### config.mk
export PLATFORM = sky130hd
export DESIGN_NAME = sorted_list_table
export DESIGN_NICKNAME = d
export VERILOG_FILES = /design/src/rtl/sltab_pkg.sv /design/src/rtl/sltab_cell.sv /design/src/rtl/sorted_list_table.sv
export SDC_FILE = /design/constraint.sdc
export NUM_CORES = 2
export LEC_CHECK = 0
export BUFFER_PORTS_ARGS = -buffer_cell sky130_fd_sc_hd__buf_2
export CORE_ASPECT_RATIO = 0.9
export CORE_UTILIZATION = 65
export CTS_CLUSTER_DIAMETER = 40
export CTS_CLUSTER_SIZE = 20
export DETAILED_ROUTE_END_ITERATION = 16
export PLACE_DENSITY = 0.82
export RECOVER_POWER = 25
export SYNTH_ARGS = -nofsm -noshare
export SYNTH_HDL_FRONTEND = slang
export SYNTH_HIERARCHICAL = 1
export SYNTH_SLANG_ARGS = --single-unit
### constraint.sdc
create_clock -name clk -period 7.53 [get_ports clk]
set_clock_uncertainty 0.2 [all_clocks]
set_input_delay 0.3765 -clock clk [delete_from_list [all_inputs] [get_ports clk]]
set_output_delay 0.3765 -clock clk [all_outputs]
set_load 0.005 [all_outputs]
### src/rtl/sltab_pkg.sv
package sltab_pkg;

	localparam int CAPACITY = 16;
	localparam int KEY_W    = 32;
	localparam int IDX_W    = (CAPACITY > 1) ? $clog2(CAPACITY) : 1;
	localparam int CNT_W    = $clog2(CAPACITY + 1);
	localparam int MODE_W   = 3;
	localparam int STAT_W   = 2;

	localparam int S_TDATA_W = ((KEY_W + 7) / 8) * 8;
	localparam int M_TDATA_W = ((KEY_W + CNT_W + 1 + 7) / 8) * 8;
	localparam int M_TUSER_W = STAT_W + 1;

	localparam logic [MODE_W-1:0] MODE_INSERT = 3'd0;
	localparam logic [MODE_W-1:0] MODE_DELETE = 3'd1;
	localparam logic [MODE_W-1:0] MODE_LOOKUP = 3'd2;
	localparam logic [MODE_W-1:0] MODE_REWIND = 3'd3;
	localparam logic [MODE_W-1:0] MODE_NEXT   = 3'd4;

	localparam logic [STAT_W-1:0] ST_OK        = 2'd0;
	localparam logic [STAT_W-1:0] ST_FULL      = 2'd1;
	localparam logic [STAT_W-1:0] ST_NOT_FOUND = 2'd2;
	localparam logic [STAT_W-1:0] ST_AT_END    = 2'd3;

	// broadcast to every cell
	typedef struct packed {
		logic                    ins;
		logic                    del;
		logic signed [KEY_W-1:0] key;
	} sltab_cmd_t;

	// per-cell compare results
	typedef struct packed {
		logic place;  // empty or greater than key: at or past insert point
		logic ge;     // holds a key not less than key
		logic eq;     // holds a key equal to key
	} sltab_flags_t;

endpackage

### src/rtl/sltab_cell.sv
module sltab_cell (
	input  logic                            clk,
	input  sltab_pkg::sltab_cmd_t           cmd,
	input  logic                            is_valid,
	input  logic signed [sltab_pkg::KEY_W-1:0] left_key,
	input  logic                            left_place,
	input  logic signed [sltab_pkg::KEY_W-1:0] right_key,
	output logic signed [sltab_pkg::KEY_W-1:0] key_q,
	output sltab_pkg::sltab_flags_t         flags
);

	always_comb begin
		flags.place = !is_valid || (key_q > cmd.key);
		flags.ge    = is_valid && (key_q >= cmd.key);
		flags.eq    = is_valid && (key_q == cmd.key);
	end

	always_ff @(posedge clk) begin
		if (cmd.ins && flags.place) begin
			key_q <= left_place ? left_key : cmd.key;
		end else if (cmd.del && flags.ge) begin
			key_q <= right_key;
		end
	end

endmodule

### src/rtl/sorted_list_table.sv
// Sorted key table, a row of compare-and-shift cells.
// Input stream s_*: tuser carries the mode (insert, delete, lookup, rewind,
// next), tdata the signed key. Output stream m_*: one result item per input
// item with status and found in tuser, and the entry read by next, the
// entry count and the full flag in tdata.
// Every cell compares the broadcast key with its own entry and shifts
// toward or away from its neighbor, so any operation completes in the
// cycle it is accepted. The result is registered; throughput is one item
// per cycle while the receiver takes results, as the cell row updates
// whole on acceptance. Delete and lookup decide presence by an OR over the
// cells' equal flags; next reads the entry under the cursor through one mux.
// Reset clears the count, the cursor and the output valid; entry contents
// are undefined until written and are never read beyond the count.
// When the receiver stalls the result holds in the output register and
// s_tready drops until it is taken; a new item is accepted in the cycle
// the pending result leaves.
module sorted_list_table (
	input  logic                              clk,
	input  logic                              arst_n,
	input  logic                              s_tvalid,
	output logic                              s_tready,
	input  logic [sltab_pkg::S_TDATA_W-1:0]   s_tdata,  // key
	input  logic [sltab_pkg::MODE_W-1:0]      s_tuser,  // mode
	output logic                              m_tvalid,
	input  logic                              m_tready,
	output logic [sltab_pkg::M_TDATA_W-1:0]   m_tdata,  // item_out, count, is_full, pad
	output logic [sltab_pkg::M_TUSER_W-1:0]   m_tuser   // status, found
);

	localparam int CAP = sltab_pkg::CAPACITY;
	localparam int KW  = sltab_pkg::KEY_W;
	localparam int CW  = sltab_pkg::CNT_W;

	logic                      acc;
	logic [sltab_pkg::MODE_W-1:0] mode;
	logic signed [KW-1:0]      key_in;
	logic [CW-1:0]             count_q;
	logic [CW-1:0]             cursor_q;
	logic                      full;
	logic                      found;
	logic                      cur_ok;
	logic [CAP-1:0]            eq_vec;

	sltab_pkg::sltab_cmd_t     cmd;
	sltab_pkg::sltab_flags_t   flags [CAP];
	logic signed [KW-1:0]      cell_key [CAP];

	logic                      m_tvalid_q;
	logic [sltab_pkg::STAT_W-1:0] status_q;
	logic                      found_q;
	logic signed [KW-1:0]      item_q;
	logic [CW-1:0]             count_out_q;
	logic                      full_out_q;

	logic [sltab_pkg::STAT_W-1:0] status_d;
	logic signed [KW-1:0]      item_d;
	logic [CW-1:0]             count_d;
	logic [CW-1:0]             cursor_d;

	assign s_tready = !m_tvalid_q || m_tready;
	assign acc      = s_tvalid && s_tready;
	assign mode     = s_tuser;
	assign key_in   = s_tdata[KW-1:0];
	assign full     = (count_q == CW'(CAP));
	assign found    = |eq_vec;
	assign cur_ok   = (cursor_q < count_q);

	assign cmd.ins = acc && (mode == sltab_pkg::MODE_INSERT) && !full;
	assign cmd.del = acc && (mode == sltab_pkg::MODE_DELETE) && found;
	assign cmd.key = key_in;

	for (genvar i = 0; i < CAP; i++) begin : g_cell
		logic signed [KW-1:0] lk;
		logic                 lp;
		logic signed [KW-1:0] rk;
		if (i == 0) begin : g_first
			assign lk = key_in;
			assign lp = 1'b0;
		end else begin : g_mid
			assign lk = cell_key[i-1];
			assign lp = flags[i-1].place;
		end
		if (i == CAP - 1) begin : g_last
			assign rk = cell_key[i];
		end else begin : g_inner
			assign rk = cell_key[i+1];
		end
		sltab_cell u_cell (
			.clk        (clk),
			.cmd        (cmd),
			.is_valid   (CW'(i) < count_q),
			.left_key   (lk),
			.left_place (lp),
			.right_key  (rk),
			.key_q      (cell_key[i]),
			.flags      (flags[i])
		);
		assign eq_vec[i] = flags[i].eq;
	end

	always_comb begin
		status_d = sltab_pkg::ST_OK;
		item_d   = '0;
		count_d  = count_q;
		cursor_d = cursor_q;
		case (mode)
			sltab_pkg::MODE_INSERT: begin
				if (full) begin
					status_d = sltab_pkg::ST_FULL;
				end else begin
					count_d = count_q + CW'(1);
				end
			end
			sltab_pkg::MODE_DELETE: begin
				if (found) begin
					count_d = count_q - CW'(1);
				end else begin
					status_d = sltab_pkg::ST_NOT_FOUND;
				end
			end
			sltab_pkg::MODE_LOOKUP: begin
				if (!found) begin
					status_d = sltab_pkg::ST_NOT_FOUND;
				end
			end
			sltab_pkg::MODE_REWIND: begin
				cursor_d = '0;
			end
			sltab_pkg::MODE_NEXT: begin
				if (cur_ok) begin
					item_d   = cell_key[cursor_q[sltab_pkg::IDX_W-1:0]];
					cursor_d = cursor_q + CW'(1);
				end else begin
					status_d = sltab_pkg::ST_AT_END;
				end
			end
			default: begin
			end
		endcase
	end

	always_ff @(posedge clk or negedge arst_n) begin
		if (!arst_n) begin
			count_q    <= '0;
			cursor_q   <= '0;
			m_tvalid_q <= 1'b0;
		end else begin
			if (acc) begin
				count_q    <= count_d;
				cursor_q   <= cursor_d;
				m_tvalid_q <= 1'b1;
			end else if (m_tready) begin
				m_tvalid_q <= 1'b0;
			end
		end
	end

	always_ff @(posedge clk) begin
		if (acc) begin
			status_q    <= status_d;
			found_q     <= found && ((mode == sltab_pkg::MODE_DELETE) ||
			                         (mode == sltab_pkg::MODE_LOOKUP));
			item_q      <= item_d;
			count_out_q <= count_d;
			full_out_q  <= (count_d == CW'(CAP));
		end
	end

	assign m_tvalid = m_tvalid_q;
	assign m_tuser  = {found_q, status_q};
	assign m_tdata  = {{(sltab_pkg::M_TDATA_W - KW - CW - 1){1'b0}},
	                   full_out_q, count_out_q, item_q};

`ifndef SYNTHESIS
	a_count_range: assert property (@(posedge clk) disable iff (!arst_n)
		count_q <= CW'(CAP))
		else $error("entry count above capacity");

	a_next_adv: assert property (@(posedge clk) disable iff (!arst_n)
		(acc && (mode == sltab_pkg::MODE_NEXT) && cur_ok)
		|=> (cursor_q == $past(cursor_q) + CW'(1)))
		else $error("cursor did not advance on next");

	a_full_hold: assert property (@(posedge clk) disable iff (!arst_n)
		(acc && (mode == sltab_pkg::MODE_INSERT) && full)
		|=> ($stable(count_q) && (m_tuser[sltab_pkg::STAT_W-1:0] == sltab_pkg::ST_FULL)))
		else $error("insert into full table changed the count");
`endif

endmodule

==> results.md <==
* Vias in the first global route at 37,080
* Largest net degree at the start of global routing at 65
* Power Density at 225.0 nW/um^2
* Startpoint Class: register
* Final wirelength at 135,000 um
* Core area at 74,770 sq um
* Post-synthesis area per instance at 10.38 sq um
* Part of the cycle the worst path needs at 0.8045
* Reg-to-Reg Start: count_q[1]
* Total Neg Setup Slack at 0 ns
* Lkg Pwr at about 23 nW
* Hold WC Path Type: in2reg
* Slew HR at -1.311
* Filler cells at 5,168
* Layout cells sized above 1 at 0.1733
* Hold_ws at 0.04034 ns
* Worst Path Arrival at 6.26 ns
* First-pass GRT wire length at 206,600 um
* Flop-to-flop setup slack at 1.47 ns
* Final Slew Violations at 476
* Detail Route Antenna Nets at 0
* Fin nets at 5,304
* DRC Markers at 0
* Warnings from Yosys at 6
* Rows at 95
* Tmin final at 6.058 ns
* CP Capture Type: register
* Syn Inst Count at 4,733
* Detailed Place HPWL at 102,700 um
* WHS Path Cells at 4
* Tightest Pin Transition at 3.467 ns
* CTS tree: done
* Clock-pin slew on the worst setup and hold paths at around 0.05 ns
* Final hold vios at 0
* GRT Total Usage at 0.3454
* Area Growth Syn to Fin at 8.066%
* GRT overflow at 0
* Routed vias at approximately 38,000
* Die area at 76,660 sq um
* GP Congestion at 0.9569
* WL/cell at around 23 um
* R2R depth at 11
* Starting density of the core at 0.6569
* Post-CTS setup buffer count at 0
* Vias per cell at 6.596
* CTS H-Tree Depth at 3
* Critical path required time at 7.73 ns
* Max cap viols at 13
* Clock Latency Late Sink at 0.69 ns
* Crit Path Max Fanout at 48
* Final setup violation count at 0
* RSZ-0062 raised after global routing: false
* FMAX at 165.1 MHz
* Ports at 84
* Clock tree buffer depth at 3
* Synthesized cell area at a little under 50,000 sq um
* Status: finished with violations
* Pre-antenna DRT Iters at 6
* Worst Hold End: found_q
* Initial drt markers at 4,833
* Chip Width at slightly below 300 um
* Hold Path Origin: s_tuser[1]
* PortBufs at 81
* Die Y at around 260 um
* Failing checks: capacitance limit, slew limit
* Initial antenna violation count at 10
* CP Class: reg2reg
* Reg-to-Reg End: g_cell[8].u_cell/key_q[30]
* CTS sink count at ~560
* Peak VDD IR at ~190 uV
* Root Buffer Master: clkbuf_16
* CTS Buf Count at 104
==> stage by stage <==
step,worst slack [ns],cell area (sq um),total power [mW],utilization,instances
detailed placement,2.160,49840,6.925,0.6666,5603
global route,1.144,53070,12.32,0.7099,5809
floorplan,2.328,49120,6.046,-,4735
CTS,2.137,53610,11.90,0.7171,5805
finish,1.472,53070,11.94,0.7099,5809
global placement,2.273,49840,6.836,0.6666,5603
==> cell type report <==
cell class                      instances  area [sq um]  share of cell area
Inverter                              538          2019             0.03805
Sequential cell                       564         16890              0.3182
Clock inverter                         85          1032             0.01945
Clock buffer                          112          2696             0.05080
Tap cell                              970          1214             0.02287
Timing Repair Buffer                  128         765.7             0.01443
Multi-Input combinational cell       3409         28450              0.5360
Antenna cell                            3         7.507           0.0001414
==> worst max-delay path by stage <==
stage | startpoint | endpoint | depth (start not counted)
after floorplan | count_q[1] | g_cell[0].u_cell/key_q[0] | 14
after global placement | s_tdata[11] | g_cell[14].u_cell/key_q[24] | 15
after detailed placement | s_tdata[11] | g_cell[14].u_cell/key_q[25] | 15
after CTS | count_q[1] | g_cell[11].u_cell/key_q[9] | 15
after global routing | cursor_q[0] | item_q[15] | 7
final | count_q[1] | g_cell[8].u_cell/key_q[30] | 11
==> per-layer routing <==
metal  up-vias  routed length (um)  track usage
li1      17320                   -            -
met4         4                4952       0.1287
met5         -                  26            0
met1     18500               54350       0.4819
met3       319               14810      0.05988
met2      2175               60880       0.5398
==> worst max-delay path: stages (launching register included) <==
cell and delay (ns):
dfrtp_1 0.49, inv_1 0.17, ha_1 0.24, nor3b_1 0.33, nand2_1 0.18, and3_1 0.22
clkbuf_1 0.87, and3_1 0.56, a22oi_1 0.19, and3_1 1.66, o211ai_1 0.21, buf_4 0.39
==> registers in the layout, summed over array words and instances, names as in the netlist <==
register	cells
g_cell.u_cell/key_q	512
m_tvalid	1
count_q	5
full_out_q	1
count_out_q	5
item_q	32
found_q	1
cursor_q	5
status_q	2
==> report_power, final <==
| part | internal (mW) | switching (mW) | total [mW] |
|---|---|---|---|
| Combinational | 1.41 | 1.88 | 3.29 |
| Clock | 3.11 | 1.85 | 4.96 |
| Sequential | 3.55 | 0.147 | 3.70 |
| Total | 8.07 | 3.87 | 11.9 |
==> what timing repair did <==
action / 4_1_cts / 5_1_grt
hold endpoints to repair: 13 / 0
hold buffers: 5 / 0
gates resized for setup: 0 / 0
==> layout by cell type (no fill, tap or decap), types with 19 or more instances in the layout <==
cell,instances
a21o_1,34
a21oi_1,196
and3_1,27
buf_2,69
buf_4,38
clkbuf_1,19
clkbuf_16,107
edfxtp_1,553
ha_1,520
inv_1,537
mux2_1,191
mux2_2,21
mux2_4,321
mux4_2,160
nand2_1,740
nand2b_1,20
nand3_1,56
nand4_1,97
nor2_1,121
nor2b_1,48
nor3_1,34
nor4_1,21
o21ai_0,576
xnor2_1,20
Note: power is estimated with default switching activity, not from simulation.
